--- config.mk ---
export PLATFORM = sky130hd
export DESIGN_NAME = tcw_front_flat
export DESIGN_NICKNAME = d
export VERILOG_FILES = /design/src/hdl/tcw_pkg.sv /design/src/hdl/tcw_if.sv /design/src/hdl/tcw_front.sv /design/src/flat_wrapper.sv
export SDC_FILE = /design/constraint.sdc
export NUM_CORES = 1
export LEC_CHECK = 0
export ABC_AREA = 1
export BUFFER_PORTS_ARGS = -buffer_cell sky130_fd_sc_hd__buf_2
export CORE_AREA = 2 2 39 41
export DETAILED_ROUTE_END_ITERATION = 6
export DIE_AREA = 0 0 41 43
export PLACE_DENSITY_LB_ADDON = 0.08
export SLEW_MARGIN = 25
export SYNTH_ARGS = -nofsm -noshare
export SYNTH_HDL_FRONTEND = slang
export SYNTH_SLANG_ARGS = --single-unit
--- constraint.sdc ---
create_clock -name vclk -period 0.8
set_input_delay 0.04 -clock vclk [all_inputs]
set_output_delay 0.04 -clock vclk [all_outputs]
set_load 0.05 [all_outputs]
--- src/hdl/tcw_pkg.sv ---
// Shared types, codes and constants for the text console writer.
`timescale 1ns / 1ps

package tcw_pkg;

  // Default screen geometry
  localparam int COLUMNS_DEF = 80;
  localparam int ROWS_DEF    = 25;

  // Fixed payload widths
  localparam int KIND_W     = 2;
  localparam int CHAR_W     = 8;
  localparam int CELL_COL_W = 7;
  localparam int CELL_ROW_W = 5;
  localparam int CUR_COL_W  = 7;
  localparam int CUR_ROW_W  = 5;
  localparam int CUR_LIN_W  = 11;
  localparam int ATTR_W     = 8;
  localparam int CELL_W     = 16;

  // Queued cursor fields are sized for the largest screen (128 x 64)
  localparam int QCOL_W = 7;
  localparam int QROW_W = 6;

  localparam int QUEUE_DEPTH = 2;

  // Input kind codes
  localparam logic [KIND_W-1:0] KIND_PUT  = 2'd0;
  localparam logic [KIND_W-1:0] KIND_SET  = 2'd1;
  localparam logic [KIND_W-1:0] KIND_READ = 2'd2;

  // Characters and reset values
  localparam logic [CHAR_W-1:0] CH_BACKSPACE = 8'h08;
  localparam logic [CHAR_W-1:0] CH_NEWLINE   = 8'h0A;
  localparam logic [CHAR_W-1:0] CH_SPACE     = 8'h20;
  localparam logic [CHAR_W-1:0] CH_NUL       = 8'h00;
  localparam logic [CELL_W-1:0] CELL_RESET   = 16'h8F00;
  localparam logic [ATTR_W-1:0] COLOR_RESET  = 8'h80;

  typedef enum logic [2:0] {
    OP_PUT,
    OP_BACKSPACE,
    OP_NEWLINE,
    OP_SET,
    OP_READ,
    OP_NONE
  } op_t;

  typedef enum logic [2:0] {
    S_CLEAR,
    S_IDLE,
    S_READ_WAIT,
    S_BLANK
  } back_state_t;

  typedef struct packed {
    op_t               op;
    logic [CHAR_W-1:0] ch;
    logic [QCOL_W-1:0] col;
    logic [QROW_W-1:0] row;
  } cmd_t;

  // Front to queue
  typedef struct packed {
    logic push;
    cmd_t cmd;
  } q_wr_t;

  // Queue to back
  typedef struct packed {
    logic valid;
    cmd_t cmd;
  } q_rd_t;

endpackage

--- src/hdl/tcw_if.sv ---
// Valid/ready channel interfaces for console commands and results.
`timescale 1ns / 1ps

interface tcw_in_if import tcw_pkg::*; ();
  logic                  valid;
  logic                  ready;
  logic [KIND_W-1:0]     kind;
  logic [CHAR_W-1:0]     char_code;
  logic [CELL_COL_W-1:0] cell_col;
  logic [CELL_ROW_W-1:0] cell_row;

  modport source (output valid, kind, char_code, cell_col, cell_row, input ready);
  modport sink (input valid, kind, char_code, cell_col, cell_row, output ready);
endinterface


--- src/hdl/tcw_front.sv ---
// Front end: accepts command items and classifies them into queue entries.
`timescale 1ns / 1ps

module tcw_front import tcw_pkg::*; #(
  parameter int COLUMNS = COLUMNS_DEF,
  parameter int ROWS    = ROWS_DEF
) (
  tcw_in_if.sink cmd,
  input  logic   busy,
  input  logic   q_full,
  output q_wr_t  q_wr
);

  logic              col_ok;
  logic              row_ok;
  logic [QCOL_W-1:0] col_sat;
  logic [QROW_W-1:0] row_sat;

  assign cmd.ready = !q_full && !busy;

  assign col_ok  = 32'(cmd.cell_col) < COLUMNS;
  assign row_ok  = 32'(cmd.cell_row) < ROWS;
  assign col_sat = col_ok ? cmd.cell_col : QCOL_W'(COLUMNS - 1);
  assign row_sat = row_ok ? QROW_W'(cmd.cell_row) : QROW_W'(ROWS - 1);

  always_comb begin
    q_wr.push    = cmd.valid && cmd.ready;
    q_wr.cmd.ch  = cmd.char_code;
    q_wr.cmd.col = col_sat;
    q_wr.cmd.row = row_sat;
    case (cmd.kind)
      KIND_PUT: begin
        if (cmd.char_code == CH_BACKSPACE) begin
          q_wr.cmd.op = OP_BACKSPACE;
        end else if (cmd.char_code == CH_NEWLINE) begin
          q_wr.cmd.op = OP_NEWLINE;
        end else begin
          q_wr.cmd.op = OP_PUT;
        end
      end
      KIND_SET: begin
        q_wr.cmd.op = OP_SET;
      end
      KIND_READ: begin
        // off-screen reads return zeros without touching the screen
        q_wr.cmd.op = (col_ok && row_ok) ? OP_READ : OP_NONE;
      end
      default: begin
        q_wr.cmd.op = OP_NONE;
      end
    endcase
  end

endmodule

--- src/flat_wrapper.sv ---
// flat-port wrapper written by rule: the top's interface ports become plain ports
module tcw_front_flat import tcw_pkg::*;
#(
  parameter int COLUMNS = COLUMNS_DEF,
  parameter int ROWS    = ROWS_DEF
)
  (busy, q_full, q_wr, cmd_valid, cmd_kind, cmd_char_code, cmd_cell_col, cmd_cell_row, cmd_ready);
  tcw_in_if cmd_i ();
  input  logic busy;
  input  logic q_full;
  output q_wr_t q_wr;
  input wire logic [$bits(cmd_i.valid)-1:0] cmd_valid;
  input wire logic [$bits(cmd_i.kind)-1:0] cmd_kind;
  input wire logic [$bits(cmd_i.char_code)-1:0] cmd_char_code;
  input wire logic [$bits(cmd_i.cell_col)-1:0] cmd_cell_col;
  input wire logic [$bits(cmd_i.cell_row)-1:0] cmd_cell_row;
  output wire logic [$bits(cmd_i.ready)-1:0] cmd_ready;
  assign cmd_i.valid = cmd_valid;
  assign cmd_i.kind = cmd_kind;
  assign cmd_i.char_code = cmd_char_code;
  assign cmd_i.cell_col = cmd_cell_col;
  assign cmd_i.cell_row = cmd_cell_row;
  assign cmd_ready = cmd_i.ready;
  tcw_front #(.COLUMNS(COLUMNS), .ROWS(ROWS)) u_core (.cmd(cmd_i), .busy(busy), .q_full(q_full), .q_wr(q_wr));
endmodule
==> results.sh, run 1 <==
export IMPL_status="finished, final reports clean"
export IMPL_vdd_ir_drop_max_mv=0.311
export IMPL_synth_net_count=84
export IMPL_grt_pass1_vias=362
export IMPL_ys_seq_area_share_pct=0
export IMPL_seq_cells=0
export IMPL_drc_errors=0
export IMPL_drive_gt1_share_pct=61.6
export IMPL_synth_cells=59
export IMPL_dr_pass1_iters=1
export IMPL_n_antenna_cell=0
export IMPL_io_pins=51
export IMPL_hpwl_um=724
export IMPL_timing_worst_setup_path_type="input port to output port"
export IMPL_fp_dieH_um=43
export IMPL_hp_class="input port to output port"
export IMPL_cp_required_ps=760
export IMPL_routed_wl_um=780
export IMPL_switching_share_pct=69.8
export IMPL_via_per_inst=3.71
export IMPL_coreArea_um2=1380
export IMPL_crit_arrival_ps=710
export IMPL_globalplace_congestion=0.633
export IMPL_wl_per_cell_um=6.78
export IMPL_cellPowerDensity_nw_per_um2=940
export IMPL_finalCritPeriodShare_pct=93.3
export IMPL_syn_avg_cell_area_um2=4.69
export IMPL_p_leak_nw=0.373
export IMPL_syn2layout_area_growth_pct=104
export IMPL_endpoint_kind="output port"
export IMPL_seqPwrFrac_pct=0
export IMPL_fin_nets=126
export IMPL_grt_max_degree=5
export IMPL_switchingPower_mw=0.370
export IMPL_combPwrFrac_pct=100.0
export IMPL_cap_violations=0
export IMPL_routed_via_count=427
export IMPL_synth_area_leaders="buf_4, nand2_1, nor2_1"
export IMPL_hold_violations=0
export IMPL_ys_types=10
export IMPL_min_period_ps=747
export IMPL_synth_top_cell_area_share_pct=24.4
export IMPL_n_clock_buffer=0
export IMPL_max_freq_mhz=1340
export IMPL_overflow=0
export IMPL_synth_top_area_cell="buf_4"
export IMPL_hold_buffers=0
export IMPL_antenna_found_initial=0
export IMPL_drtAntennaViolNets=0
export IMPL_grt_pass1_wl_um=1170
export IMPL_final_util_pct=40.8
export IMPL_dieArea_um2=1760
export IMPL_intPower_mw=0.160
export IMPL_fin_total_pwr_mw=0.530
export IMPL_die_x_um=41
export IMPL_grt_use_total_pct=8.49
export IMPL_grt_setup_unrepaired="yes"
export IMPL_drv_slew=0
export IMPL_netlist_area_um2=277
export IMPL_start_util_pct=20.0
export IMPL_drt_iter0_drc=0
export IMPL_ff_latch_area_um2=0
export IMPL_yosysWarnings=0
export IMPL_io_buffers=50
export IMPL_crit_fanout=2
export IMPL_cp_start_kind="input port"
export IMPL_finalSetupViolCount=0
export IMPL_pwr_share_clk_pct=0
export IMPL_holdWs_ps=372
export IMPL_rows=14
## cells by family after synthesis
logic type,count (synthesis),share of synthesized area [%]
AND/OR/NAND/NOR,31,43.9
other,1,1.36
AO/OA/AOI/OAI,2,8.60
buffers and inverters,25,46.1
## critical path, cell delays in order
cell     delay [ps]
buf_6            70
inv_2            30
nor2_4           90
nand3_2          80
nor2_1          110
nand2_1          60
nand2_1          70
buf_6           150
## synthesized netlist by cell type
master,count
nor2_1,13
o21ai_4,1
nand3_1,1
clkbuf_1,4
buf_4,9
conb_1,1
nand2_1,16
nor3b_1,1
a21boi_0,1
inv_1,12
## power groups by stage
stage	sequential (mW)	clock (mW)	combinational [mW]
floorplan	0	0	0.370
global placement	0	0	0.491
detailed placement	0	0	0.491
CTS	0	0	0.496
global route	0	0	0.566
finish	0	0	0.530
## layer usage
layer  vias up  share of wire, %  GRT usage (%)  wire (um)
met4         0                 0              0          0
met2        29                53           16.9        416
met3         0                12              0         95
met1       162                34           9.81        268
met5         -                 0              0          0
li1        236                 -              -          -
## final timing paths
check	from	to	slack, ps	cells past startpoint
hold / removal	cmd_char_code[7]	q_wr[20]	370	2
setup / recovery	cmd_char_code[3]	q_wr[22]	50	8
## cells in the final DEF (no fill, tap or decap)
cell type and count:
clkbuf_4 2, buf_6 6, nor3b_2 1, nand2_1 16
conb_1 1, buf_2 40, buf_4 5, o21ai_4 1
nor2_4 2, nor2_2 2, nand3_2 1, inv_2 1
a21boi_1 1, inv_1 11, nor2_1 9
## metrics by stage
| stage | setup WS (ps) | area [um2] | TNS (ps) | std cells |
|---|---|---|---|---|
| 4_1_cts | 8.27 | 497 | 0 | 115 |
| 2_1_floorplan | -159 | 282 | -223 | 59 |
| 5_1_grt | -28.6 | 564 | -28.7 | 115 |
| 3_3_place_gp | -47.1 | 492 | -82.3 | 115 |
| 6_report | 53.3 | 564 | 0 | 115 |
| 3_5_place_dp | -49.7 | 492 | -89.1 | 115 |
## final cells by class
cell class | count | area, um2
multi-input cells | 34 | 179
fillers | 158 | 820
well taps | 16 | 20.0
repair buffers | 53 | 320
inverters | 12 | 45.0
## timing repair
| item | in CTS | in global routing |
|---|---|---|
| buffers inserted | 0 | 0 |
| endpoints found under the setup margin | 2 | 6 |
| pin swaps | 0 | 10 |
| gates resized for setup | 2 | 20 |
Note: power is estimated with default switching activity, not from simulation.
==> run 2: changes to the inputs <==
--- a/config.mk
+++ b/config.mk
@@ -17 +17,2 @@
 export SYNTH_SLANG_ARGS = --single-unit
+export TNS_END_PERCENT = 100
==> constraint.sdc (replaced) <==
create_clock -name vclk -period 0.83
set_input_delay 0.083 -clock vclk [all_inputs]
set_output_delay 0.083 -clock vclk [all_outputs]
set_load 0.05 [all_outputs]
==> run 2 against run 1 <==
Net effect:
- worst hold slack improved by 86 ps
- cell count fell by 0.87%
- via count rose by 4.0%
- utilization increased by 3.5 points
- worst setup slack got worse by 44 ps
- final area increased by 8.6%
- critical endpoint is now q_wr[21]
- largest cell class unchanged
- largest power group unchanged
- highest routed layer unchanged
==> results.sh, run 2 (synthesis gave the netlist of run 1 again) <==
export IMPL_coreArea_um2=1380
export IMPL_grt_pass1_wl_um=1150
export IMPL_crit_fanout=2
export IMPL_tns_ps=0
export IMPL_fp_dieH_um=43
export IMPL_placed_cell_area_um2=497
export IMPL_grt_use_total_pct=8.49
export IMPL_finalSetupViolCount=0
export IMPL_crit_arrival_ps=740
export IMPL_hp_class="input port to output port"
export IMPL_syn2layout_area_growth_pct=122
export IMPL_antenna_found_initial=0
export IMPL_cp_slowest_cell="buf_6"
export IMPL_grt_setup_unrepaired="yes"
export IMPL_overflow=0
export IMPL_cp_start_kind="input port"
export IMPL_endpoint_kind="output port"
export IMPL_fin_total_pwr_mw=0.536
export IMPL_drt_iter0_drc=2
export IMPL_hpwl_um=696
export IMPL_p_leak_nw=0.382
export IMPL_finalCritPeriodShare_pct=98.8
export IMPL_grt_max_degree=7
export IMPL_drtAntennaViolNets=0
export IMPL_start_util_pct=20.0
export IMPL_fin_nets=125
export IMPL_crit_chain="buf_6, nor2_4, nand3_2, nor2_1, nor2_1, nand2_1, buf_6"
export IMPL_hold_violations=0
export IMPL_n_clock_buffer=0
export IMPL_wl_per_cell_um=7.31
export IMPL_n_antenna_cell=0
export IMPL_crit_cells=7
export IMPL_grt_pass1_vias=301
export IMPL_postCtsSetupBuffers=0
export IMPL_drive_gt1_share_pct=66.3
export IMPL_critPathMaxStageDelay_ps=160
export IMPL_final_cell_mix="buf_2, nand2_1, buf_6"
export IMPL_vdd_ir_drop_max_mv=0.337
export IMPL_timing_worst_setup_path_type="input port to output port"
export IMPL_status="finished, final reports clean"
export IMPL_routed_via_count=444
export IMPL_fillers=169
export IMPL_path_buf_inv=2
export IMPL_endpoint="q_wr[21]"
export IMPL_final_cells=114
export IMPL_drv_slew=0
export IMPL_mostFrequentLayoutCell="buf_2"
export IMPL_drc_errors=0
export IMPL_max_freq_mhz=1220
export IMPL_die_x_um=41
export IMPL_via_per_inst=3.89
export IMPL_cap_violations=0
export IMPL_routed_wl_um=833
export IMPL_final_area_um2=613
export IMPL_io_buffers=50
export IMPL_globalplace_congestion=0.583
export IMPL_dieArea_um2=1760
export IMPL_cp_required_ps=750
export IMPL_placed_cells=114
export IMPL_cellPowerDensity_nw_per_um2=874
export IMPL_min_period_ps=820
export IMPL_critPathTopFamily="simple AND/OR/NAND/NOR gates"
export IMPL_io_pins=51
export IMPL_seq_cells=0
export IMPL_rows=14
export IMPL_crit_path_start="cmd_char_code[5]"
export IMPL_dr_pass1_iters=2
export IMPL_ff_latch_area_um2=0
## run 2: cell types whose count changed in the layout (fill, tap and decap cells not counted), moves of 2 or more
cell / before / now
buf_6: 6 / 11
buf_2: 40 / 37
buf_4: 5 / 2
nor2_1: 9 / 7
## run 2: worst min-delay path by stage
| stage | cells past startpoint | to | startpoint |
|---|---|---|---|
| 5_1_grt | 2 | q_wr[16] | cmd_char_code[3] |
| 2_1_floorplan | 1 | q_wr[24] | q_full |
| 4_1_cts | 2 | q_wr[18] | cmd_char_code[5] |
| 3_3_place_gp | 2 | q_wr[4] | cmd_cell_row[4] |
| 6_report | 2 | q_wr[16] | cmd_char_code[3] |
| 3_5_place_dp | 2 | q_wr[19] | cmd_char_code[6] |
## run 2: power by group
part / internal (mW) / switching (mW) / total (mW)
sequential: 0 / 0 / 0
clock: 0 / 0 / 0
combinational: 0.171 / 0.365 / 0.536
## run 2: cell type report
cell class,count,area [um2],area share (%)
well taps,16,20.0,3.27
multi-input cells,34,201,32.9
inverters,12,45.0,7.35
repair buffers,52,347,56.5
## run 2: through the flow
stage	setup slack (ps)	hold slack [ps]	utilization [%]
after floorplan	-98.8	230	-
after global placement	-110	467	35.9
after detailed placement	-106	468	35.9
after CTS	-26.4	457	39.6
after global routing	-70.6	461	44.3
final	9.59	457	44.3
## run 2: per-layer routing
metal / share of wire, % / up-vias / wire [um] / GRT usage, %
met5: 0 / - / 0 / 0
met4: 0 / 0 / 0 / 0
met3: 13 / 0 / 111 / 1.05
met2: 49 / 27 / 412 / 14.4
met1: 37 / 185 / 310 / 11.7
li1: - / 232 / - / -
## run 2: timing repair
item	in CTS	in global routing
pin swaps	7	13
hold buffers	0	0
setup endpoints to repair	3	6
gates resized for setup	13	17
hold endpoints to repair	0	0
