===== src/hdl/tcw_pkg.sv =====
// Shared types, codes and constants for the text console writer.
`timescale 1ns / 1ps

package tcw_pkg;

  // Default screen geometry
  localparam int COLUMNS_DEF = 80;
  localparam int ROWS_DEF    = 25;

  // Fixed payload widths
  localparam int KIND_W     = 2;
  localparam int CHAR_W     = 8;
  localparam int CELL_COL_W = 7;
  localparam int CELL_ROW_W = 5;
  localparam int CUR_COL_W  = 7;
  localparam int CUR_ROW_W  = 5;
  localparam int CUR_LIN_W  = 11;
  localparam int ATTR_W     = 8;
  localparam int CELL_W     = 16;

  // Queued cursor fields are sized for the largest screen (128 x 64)
  localparam int QCOL_W = 7;
  localparam int QROW_W = 6;

  localparam int QUEUE_DEPTH = 2;

  // Input kind codes
  localparam logic [KIND_W-1:0] KIND_PUT  = 2'd0;
  localparam logic [KIND_W-1:0] KIND_SET  = 2'd1;
  localparam logic [KIND_W-1:0] KIND_READ = 2'd2;

  // Characters and reset values
  localparam logic [CHAR_W-1:0] CH_BACKSPACE = 8'h08;
  localparam logic [CHAR_W-1:0] CH_NEWLINE   = 8'h0A;
  localparam logic [CHAR_W-1:0] CH_SPACE     = 8'h20;
  localparam logic [CHAR_W-1:0] CH_NUL       = 8'h00;
  localparam logic [CELL_W-1:0] CELL_RESET   = 16'h8F00;
  localparam logic [ATTR_W-1:0] COLOR_RESET  = 8'h80;

  typedef enum logic [2:0] {
    OP_PUT,
    OP_BACKSPACE,
    OP_NEWLINE,
    OP_SET,
    OP_READ,
    OP_NONE
  } op_t;

  typedef enum logic [2:0] {
    S_CLEAR,
    S_IDLE,
    S_READ_WAIT,
    S_BLANK
  } back_state_t;

  typedef struct packed {
    op_t               op;
    logic [CHAR_W-1:0] ch;
    logic [QCOL_W-1:0] col;
    logic [QROW_W-1:0] row;
  } cmd_t;

  // Front to queue
  typedef struct packed {
    logic push;
    cmd_t cmd;
  } q_wr_t;

  // Queue to back
  typedef struct packed {
    logic valid;
    cmd_t cmd;
  } q_rd_t;

endpackage


===== src/hdl/tcw_fifo.sv =====
// Short command queue between the front end and the back end.
`timescale 1ns / 1ps

module tcw_fifo import tcw_pkg::*; (
  input  logic  clk,
  input  logic  rst,
  input  q_wr_t q_wr,
  input  logic  pop,
  output logic  full,
  output q_rd_t q_rd
);

  localparam int PTR_W = (QUEUE_DEPTH > 1) ? $clog2(QUEUE_DEPTH) : 1;
  localparam int CNT_W = $clog2(QUEUE_DEPTH + 1);

  cmd_t             slots [QUEUE_DEPTH];
  logic [PTR_W-1:0] wr_ptr;
  logic [PTR_W-1:0] rd_ptr;
  logic [CNT_W-1:0] count;
  logic             do_pop;

  assign full       = count == CNT_W'(QUEUE_DEPTH);
  assign q_rd.valid = count != '0;
  assign q_rd.cmd   = slots[rd_ptr];
  assign do_pop     = pop && q_rd.valid;

  always_ff @(posedge clk) begin
    if (q_wr.push) begin
      slots[wr_ptr] <= q_wr.cmd;
    end
  end

  always_ff @(posedge clk) begin
    if (rst) begin
      wr_ptr <= '0;
      rd_ptr <= '0;
      count  <= '0;
    end else begin
      if (q_wr.push) begin
        wr_ptr <= (wr_ptr == PTR_W'(QUEUE_DEPTH - 1)) ? '0 : wr_ptr + 1'b1;
      end
      if (do_pop) begin
        rd_ptr <= (rd_ptr == PTR_W'(QUEUE_DEPTH - 1)) ? '0 : rd_ptr + 1'b1;
      end
      if (q_wr.push && !do_pop) begin
        count <= count + 1'b1;
      end else if (do_pop && !q_wr.push) begin
        count <= count - 1'b1;
      end
    end
  end

endmodule


===== config.mk =====
export PLATFORM = sky130hd
export DESIGN_NAME = tcw_fifo
export DESIGN_NICKNAME = d
export VERILOG_FILES = /design/src/hdl/tcw_pkg.sv /design/src/hdl/tcw_fifo.sv
export SDC_FILE = /design/constraint.sdc
export NUM_CORES = 1
export LEC_CHECK = 0
export BUFFER_PORTS_ARGS = -buffer_cell sky130_fd_sc_hd__buf_2
export CAP_MARGIN = 40
export CORE_AREA = 2 2 67 82
export DETAILED_ROUTE_END_ITERATION = 8
export DIE_AREA = 0 0 69 84
export PLACE_DENSITY = 0.6
export SKIP_CTS_REPAIR_TIMING = 1
export SYNTH_ARGS = -nofsm -noshare
export SYNTH_HDL_FRONTEND = slang
export SYNTH_SLANG_ARGS = --single-unit

===== constraint.sdc =====
create_clock -name clk -period 2.5 [get_ports clk]
set_input_delay 0.125 -clock clk [delete_from_list [all_inputs] [get_ports clk]]
set_output_delay 0.125 -clock clk [all_outputs]
set_load 0.005 [all_outputs]

==> results.sh, run 1 <==
export IMPL_sw_frac_of_total=0.248
export IMPL_p_switching_uw=505
export IMPL_antenna_found_initial=0
export IMPL_syn_area_per_cell_um2=20.0
export IMPL_power_density_mw_per_mm2=855
export IMPL_synth_edf_count=48
export IMPL_outcome="complete, no violations"
export IMPL_finalHoldViolations=0
export IMPL_worst_skew_pair_late_latency_ns=0.29
export IMPL_cts_tree="built"
export IMPL_finalInstanceArea_mm2=0.00238
export IMPL_hpwlAfterDp_um=2200
export IMPL_synth_async_sr_flop_share=0
export IMPL_viasPerCell=4.59
export IMPL_grt_overflow_total=0
export IMPL_grt_use_total=0.113
export IMPL_die_x_um=69
export IMPL_ys_types=15
export IMPL_busiest_layer="met2"
export IMPL_cp_arrival_ns=1.64
export IMPL_internal_power_uw=1530
export IMPL_hold_class="in2reg"
export IMPL_crit_type="reg2out"
export IMPL_grt_pass1_wl_um=4960
export IMPL_drtAntennaViolNets=0
export IMPL_cts_root_buf="clkbuf_8"
export IMPL_numCtsBuffers=5
export IMPL_skew_ns=0.00134
export IMPL_grt_max_degree=25
export IMPL_synthCells=97
export IMPL_numPortBuffers=53
export IMPL_reg2reg_slack_ns=0.97
export IMPL_synth_nets=126
export IMPL_cp_required_ns=2.38
export IMPL_setup_viol=0
export IMPL_synth_area_leader_cell="edfxtp_1"
export IMPL_start_kind="register"
export IMPL_seqPwrFrac=0.541
export IMPL_worstPathCellList="buf_4 > mux2_2 > buf_2"
export IMPL_num_vias=1015
export IMPL_htreeDepth=2
export IMPL_grtUsageMet1=0.113
export IMPL_rows=29
export IMPL_synth_most_common_cell="edfxtp_1"
export IMPL_die_y_um=84
export IMPL_totalNegativeSetupSlack_ns=0
export IMPL_synth_top_area_share=0.744
export IMPL_crit_path_max_fanout=18
export IMPL_fmax_ghz=0.567
export IMPL_ys_ff_latch=53
export IMPL_drtIter0Drc=56
export IMPL_ios=54
export IMPL_grt_pass1_vias=1027
export IMPL_fin_crit_ns=1.76
export IMPL_post_route_period_util=0.705
export IMPL_die_area_mm2=0.00580
export IMPL_dp_cells=212
export IMPL_diodes=0
export IMPL_area_delta_synth_final_pct=22.9
export IMPL_drt_wl_total_um=3220
export IMPL_fin_cells=221
export IMPL_syn_area_mm2=0.00194
export IMPL_core_area_mm2=0.00508
export IMPL_synth_area_top_cells="edfxtp_1 74%, mux2_2 14%, dfxtp_1 5.2%"
export IMPL_ir_worst_vdd_uv=449
export IMPL_slew_violations=0
export IMPL_post_drt_wl_per_cell_um=14.6
export IMPL_power_leakage_uw=0.000902
export IMPL_p_comb_frac=0.241
export IMPL_grtUsageMet2=0.213
export IMPL_place_congestion=0.642
export IMPL_drv_cap=0
export IMPL_cts_sinks=53
export IMPL_firstDrtPassIters=3
export IMPL_rsz0062_at_grt="no"
export IMPL_endpoint_kind="primary output"
export IMPL_clkSlewWorstSetupHoldPaths_ns=0.08
export IMPL_drc=0
export IMPL_clockPowerShare=0.217
export IMPL_clockBufferDepth=2
export IMPL_max_slew_worst_pin_slew_ns=0.337
export IMPL_drive_gt1_frac=0.553
export IMPL_critPathSlowestCell="dfxtp_1"
export IMPL_maxSlewHeadroom=0.775
export IMPL_fin_ws_ns=0.737
export IMPL_fin_nets=187
export IMPL_slowest_delay_ns=0.51
export IMPL_initial_utilization=0.382
export IMPL_ys_dominant_reg_cell="edfxtp_1"
export IMPL_yosys_top_cells_count="48 x edfxtp_1, 24 x mux2_2, 5 x dfxtp_1, 4 x nor2_1"
export IMPL_ys_warn_count=0
export IMPL_seq_area_frac_synth=0.795
export IMPL_globalRouteMet3Util=0.0314
export IMPL_final_util=0.469
export IMPL_pre_cts_slack_ns=0.969
export IMPL_placed_area_mm2=0.00229
==> through the flow <==
stage | hold slack [ns] | total power (uW)
after floorplan | 0.194 | 1420
after global placement | 0.312 | 1610
after detailed placement | 0.316 | 1630
after CTS | 0.00349 | 2070
after global routing | 0.00135 | 2150
final | 0.0156 | 2040
==> cell families (layout without fill, tap and decap cells) <==
| group | Yosys count | count (layout) | synth area share |
|---|---|---|---|
| xor gates and xnor gates | 4 | 4 | 0.0181 |
| DFF | 53 | 53 | 0.795 |
| buffers and inverters | 3 | 65 | 0.00774 |
| AOI/OAI and AO/OA | 3 | 3 | 0.00774 |
| and+or+nand+nor | 9 | 9 | 0.0252 |
| muxes | 24 | 24 | 0.139 |
| adders and majority gates | 1 | 1 | 0.00645 |
==> worst max-delay path, delay by kind of cell, from the launching register on <==
family                 cells  cell delay, ns
flip-flops                 1            0.51
buffers and inverters      2            0.46
multiplexers               1            0.38
==> cell type report <==
class	instances	area, um^2
fill	484	2700
sequential	53	1540
multi-input combinational	41	384
timing repair buffer	57	298
clock buffer	8	80.1
tap	62	77.6
==> placed cells by master (no fill, tap or decap) <==
| master | count |
|---|---|
| buf_2 | 53 |
| edfxtp_1 | 48 |
| mux2_2 | 24 |
| dfxtp_1 | 5 |
| clkbuf_8 | 5 |
| nor2_1 | 4 |
| xor2_1 | 3 |
| clkbuf_1 | 3 |
| buf_4 | 3 |
| o21ai_0 | 2 |
| or2_2 | 1 |
| and2_1 | 1 |
| and2b_2 | 1 |
| nor2b_2 | 1 |
| xnor2_1 | 1 |
| or3_1 | 1 |
| a21oi_1 | 1 |
| ha_1 | 1 |
| dlygate4sd3_1 | 1 |
==> metal layers <==
metal,vias to the layer above,part of all wire,routed length (um)
met5,-,0,0
li1,491,-,-
met2,24,0.57,1820
met3,4,0.038,124
met4,0,0.016,51
met1,496,0.38,1230
==> sequential cells by signal, indices dropped and copies added (netlist names), named ones only <==
signal	flops
count	2
rd_ptr	1
slots	48
wr_ptr	1
==> worst paths after layout <==
kind / endpoint / from / depth (start not counted)
max: q_rd[14] / register / 3
min: slots[1][9] / q_wr[9] / 1
max reg2reg: count[1] / count[0] / 4
min reg2reg: rd_ptr / rd_ptr / 2
==> power groups by stage <==
stage	logic, uW	registers (uW)	clock network (uW)
finish	491	1100	443
global route	540	1110	502
CTS	504	1110	463
detailed placement	501	1130	0
global placement	492	1110	0
floorplan	326	1100	0
(Power assumes the default switching activity.)
==> inputs of run 2 (changes only) <==
- PLACE_DENSITY: 0.6 -> 0.63
- clock period: 2.5 -> 1.55 ns (I/O delays scaled with it)
==> run 2 against run 1 <==
Compared with the run above:
- combinational power grew 83%
- worst setup slack worse by 0.62 ns
- global-route usage rose by 0.43 points
- sequential power increased by 61%
- hold slack worse by 0.0082 ns
- first-iteration DRC count shrank 36%
- sequential share of layout area is 6.2 points lower
- die area unchanged
- via count rose by 11%
- wire length increased by 7.4%
- critical path depth unchanged
- critical path type unchanged
==> results.sh, run 2 (synthesized netlist as in run 1, its figures left out) <==
export IMPL_outcome="complete, no violations"
export IMPL_layout_common_cells="53 x buf_2, 48 x edfxtp_1, 24 x mux2_2, 24 x dlygate4sd3_1"
export IMPL_ios=54
export IMPL_crit_path_max_fanout=14
export IMPL_endpoint_kind="primary output"
export IMPL_numPortBuffers=53
export IMPL_fin_nets=212
export IMPL_drtIter0Drc=36
export IMPL_skew_ns=0.00422
export IMPL_drv_cap=0
export IMPL_min_delay_worst_endpoint="wr_ptr"
export IMPL_cpLargestDelayFamily="buffers and inverters"
export IMPL_core_area_mm2=0.00508
export IMPL_num_vias=1122
export IMPL_die_x_um=69
export IMPL_grt_use_total=0.117
export IMPL_maxSlewHeadroom=0.775
export IMPL_finalHoldViolations=0
export IMPL_critPathSlowestCell="mux2_2"
export IMPL_fmax_ghz=0.699
export IMPL_reg2reg_to="count[1]"
export IMPL_placed_area_mm2=0.00231
export IMPL_reg_top3="slots x48, count x2"
export IMPL_cts_sinks=53
export IMPL_post_route_period_util=0.922
export IMPL_diodes=0
export IMPL_largest_reg_flops=48
export IMPL_firstDrtPassIters=3
export IMPL_slew_violations=0
export IMPL_drt_wl_total_um=3460
export IMPL_grt_pass1_vias=1099
export IMPL_globalRouteMet3Util=0.0374
export IMPL_fin_crit_ns=1.43
export IMPL_htreeDepth=2
export IMPL_reg2reg_slack_ns=0.13
export IMPL_place_congestion=0.709
export IMPL_post_drt_wl_per_cell_um=14.1
export IMPL_hold_depth=2
export IMPL_hold_worst_slack_ns=0.00739
export IMPL_finalInstanceArea_mm2=0.00264
export IMPL_area_delta_synth_final_pct=36.1
export IMPL_r2r_start="count[1]"
export IMPL_rr_worst_depth=4
export IMPL_initial_utilization=0.382
export IMPL_fin_cells=246
export IMPL_grt_max_degree=25
export IMPL_grtUsageMet1=0.127
export IMPL_cp_arrival_ns=1.35
export IMPL_power_leakage_uw=0.00101
export IMPL_power_density_mw_per_mm2=1290
export IMPL_hpwlAfterDp_um=2300
export IMPL_cp_required_ns=1.47
export IMPL_start_kind="register"
export IMPL_drive_gt1_frac=0.516
export IMPL_worst_skew_pair_late_latency_ns=0.30
export IMPL_busiest_layer="met2"
export IMPL_crit_type="reg2out"
export IMPL_die_y_um=84
export IMPL_dp_cells=214
export IMPL_grt_pass1_wl_um=5200
export IMPL_cts_root_buf="clkbuf_8"
export IMPL_rsz0062_at_grt="no"
export IMPL_hold_start="rst"
export IMPL_grtUsageMet2=0.206
export IMPL_slowest_delay_ns=0.36
export IMPL_grt_overflow_total=0
export IMPL_setup_viol=0
export IMPL_layout_commonest_cell="buf_2"
export IMPL_numCtsBuffers=5
export IMPL_cts_tree="built"
export IMPL_cp_num_buf_inv=2
export IMPL_fillers=453
export IMPL_max_slew_worst_pin_slew_ns=0.338
export IMPL_antenna_found_initial=0
export IMPL_ir_worst_vdd_uv=746
export IMPL_worstPathCellList="buf_4 > mux2_2 > buf_2"
export IMPL_clockBufferDepth=2
export IMPL_die_area_mm2=0.00580
export IMPL_clkSlewWorstSetupHoldPaths_ns=0.09
export IMPL_regMostFlops="slots"
export IMPL_hold_class="in2reg"
export IMPL_rows=29
export IMPL_drtAntennaViolNets=0
export IMPL_drc=0
export IMPL_viasPerCell=4.56
-- run 2: cell count changes in the layout (fill, tap and decap cells not counted), sizes merged --
cell | before | now
buf | 56 | 58
clkinvlp | 0 | 1
clkbuf | 8 | 5
dlygate4sd3 | 1 | 24
clkinv | 0 | 2
-- run 2: worst register-to-register path: stages (launching register included) --
cell	delay, ns
dfxtp_1	0.42
o21ai_2	0.10
ha_1	0.32
or3_1	0.37
a21oi_1	0.14
-- run 2: where the power goes --
part / internal [uW] / total [uW] / switching, uW
clock network: 312 / 733 / 421
logic: 512 / 900 / 387
registers: 1700 / 1770 / 71.7
-- run 2: how the worst max path moves through the flow --
stage | start | end | slack, ns | depth (start not counted)
2_1_floorplan | count[0] | count[1] | 0.15 | 4
3_3_place_gp | count[0] | count[1] | 0.13 | 4
3_5_place_dp | count[0] | count[1] | -0.009 | 4
4_1_cts | count[0] | count[1] | -0.02 | 4
5_1_grt | count[1] | count[1] | 0.01 | 4
6_report | register | q_rd[1] | 0.12 | 3
-- run 2: final cells by class --
class / count / area [um^2] / area share
Tap cell: 62 / 77.6 / 0.0294
Multi-Input combinational cell: 41 / 388 / 0.147
Clock buffer: 5 / 68.8 / 0.0261
Timing Repair Buffer: 82 / 543 / 0.206
Sequential cell: 53 / 1540 / 0.585
Clock inverter: 3 / 17.5 / 0.00664
-- run 2: per-stage QoR --
stage                     worst slack, ns  power, uW   util   TNS, ns
after floorplan                     0.152       2290      -         0
after global placement              0.128       2600  0.454         0
after detailed placement         -0.00888       2650  0.454  -0.00888
after CTS                         -0.0202       3380  0.471   -0.0202
after global routing               0.0103       3590  0.519         0
final                               0.120       3400  0.519         0
-- run 2: layer usage --
layer | routed length (um) | vias to the layer above | share of wire
li1 | - | 539 | -
met5 | 0 | - | 0
met4 | 23 | 0 | 0.0066
met3 | 161 | 2 | 0.047
met1 | 1390 | 555 | 0.40
met2 | 1880 | 26 | 0.54
==> inputs of run 3 (changes only) <==
- GPL_TIMING_DRIVEN: not set -> 0
- SETUP_SLACK_MARGIN: not set -> 0.5
==> run 3 against run 2 <==
Compared with the run above:
- utilization rose by 9.0 points
- cell area increased by 17%
- clock power rose by 7.2%
- die area unchanged
- critical path depth increased by 1
- combinational power rose by 81%
- clock skew is 0.00086 ns higher
- sequential power hardly changed
- maximum frequency down 0.14%
==> results.sh, run 3 (synthesized netlist as in run 1, its figures left out) <==
export IMPL_hold_depth=3
export IMPL_grt_max_degree=25
export IMPL_initial_utilization=0.382
export IMPL_layout_commonest_cell="edfxtp_1"
export IMPL_globalRouteMet3Util=0.0447
export IMPL_htreeDepth=2
export IMPL_cts_tree="built"
export IMPL_drtAntennaViolNets=0
export IMPL_num_vias=1216
export IMPL_hpwlAfterDp_um=2270
export IMPL_fin_nets=224
export IMPL_fin_cells=258
export IMPL_endpoint_kind="primary output"
export IMPL_viasPerCell=4.71
export IMPL_slew_violations=0
export IMPL_crit_cells=4
export IMPL_worst_skew_pair_late_latency_ns=0.30
export IMPL_total_power_uw=4220
export IMPL_numCtsBuffers=5
export IMPL_drv_cap=0
export IMPL_drive_gt1_frac=0.577
export IMPL_grtUsageMet1=0.110
export IMPL_grt_use_total=0.117
export IMPL_largest_reg_flops=48
export IMPL_cts_root_buf="clkbuf_8"
export IMPL_diodes=0
export IMPL_fmax_ghz=0.698
export IMPL_layout_common_cells="48 x edfxtp_1, 33 x buf_2, 25 x dlygate4sd3_1"
export IMPL_rows=29
export IMPL_cp_arrival_ns=1.35
export IMPL_rsz0062_at_grt="yes"
export IMPL_cpLargestDelayFamily="buffers and inverters"
export IMPL_cts_sinks=53
export IMPL_cp_num_buf_inv=3
export IMPL_regMostFlops="slots"
export IMPL_hold_class="in2reg"
export IMPL_outcome="complete, no violations"
export IMPL_busiest_layer="met2"
export IMPL_post_drt_wl_per_cell_um=16.2
export IMPL_ir_worst_vdd_uv=866
export IMPL_clockBufferDepth=2
export IMPL_die_area_mm2=0.00580
export IMPL_finalHoldViolations=0
export IMPL_worstPathCellList="buf_8 > clkbuf_16 > mux2_4 > buf_2"
export IMPL_clkSlewWorstSetupHoldPaths_ns=0.10
export IMPL_fin_crit_ns=1.43
export IMPL_fillers=414
export IMPL_numPortBuffers=53
export IMPL_grtUsageMet2=0.219
export IMPL_drtIter0Drc=69
export IMPL_grt_pass1_vias=1143
export IMPL_crit_path_max_fanout=6
export IMPL_firstDrtPassIters=6
export IMPL_die_y_um=84
export IMPL_post_route_period_util=0.924
export IMPL_cp_required_ns=1.47
export IMPL_grt_overflow_total=0
export IMPL_crit_type="reg2out"
export IMPL_dp_cells=212
export IMPL_slowest_delay_ns=0.34
export IMPL_power_density_mw_per_mm2=1360
export IMPL_rr_worst_depth=4
export IMPL_max_slew_worst_pin_slew_ns=0.270
export IMPL_maxSlewHeadroom=0.818
export IMPL_reg_top3="slots x48, count x2"
export IMPL_place_congestion=0.727
export IMPL_area_delta_synth_final_pct=59.6
export IMPL_critPathSlowestCell="dfxtp_2"
export IMPL_power_leakage_uw=0.00124
export IMPL_start_kind="register"
export IMPL_drt_wl_total_um=4180
export IMPL_pre_cts_slack_ns=0.197
export IMPL_grt_pass1_wl_um=5170
export IMPL_fin_ws_ns=0.118
export IMPL_core_area_mm2=0.00508
export IMPL_die_x_um=69
export IMPL_ios=54
export IMPL_setup_viol=0
export IMPL_drc=0
export IMPL_skew_ns=0.00508
export IMPL_antenna_found_initial=0
==> run 3: stage by stage <==
step	setup TNS (ns)	util	cell area [um^2]	hold WS [ns]
2_1_floorplan	0	-	1960	0.139
3_3_place_gp	0	0.453	2300	0.265
3_5_place_dp	0	0.453	2300	0.272
4_1_cts	-0.926	0.472	2400	-0.0561
5_1_grt	0	0.609	3090	0.188
6_report	0	0.609	3090	0.162
==> run 3: area by class of cell <==
class | count | area (um^2) | share of cell area
plain buffers | 3 | 45.0 | 0.0146
flip-flops and latches | 53 | 1550 | 0.502
repair buffers | 87 | 772 | 0.250
clock inverters | 3 | 25.0 | 0.00809
clock buffers | 5 | 68.8 | 0.0222
well taps | 62 | 77.6 | 0.0251
multi-input cells | 45 | 553 | 0.179
==> run 3: worst reg2reg max path, stage by stage, from the launching register on <==
cell	delay, ns
dfxtp_4	0.38
o21ai_4	0.17
ha_4	0.22
or3_4	0.36
a21oi_2	0.12
==> run 3: final timing paths <==
| path | startpoint | to | slack [ns] |
|---|---|---|---|
| max | register | q_rd[6] | 0.12 |
| min | q_wr[24] | wr_ptr | 0.16 |
| max reg2reg | count[1] | count[1] | 0.23 |
| min reg2reg | rd_ptr | register | 0.54 |
==> run 3: power breakdown <==
group	switching (uW)	internal (uW)
combinational	566	1070
clock	459	327
sequential	82.2	1710
==> run 3: per-layer routing <==
| metal | part of all wire | wire length [um] | up-vias |
|---|---|---|---|
| met4 | 0.024 | 100 | 0 |
| met2 | 0.56 | 2320 | 43 |
| met1 | 0.37 | 1540 | 591 |
| li1 | - | - | 571 |
| met5 | 0 | 0 | - |
| met3 | 0.051 | 214 | 11 |
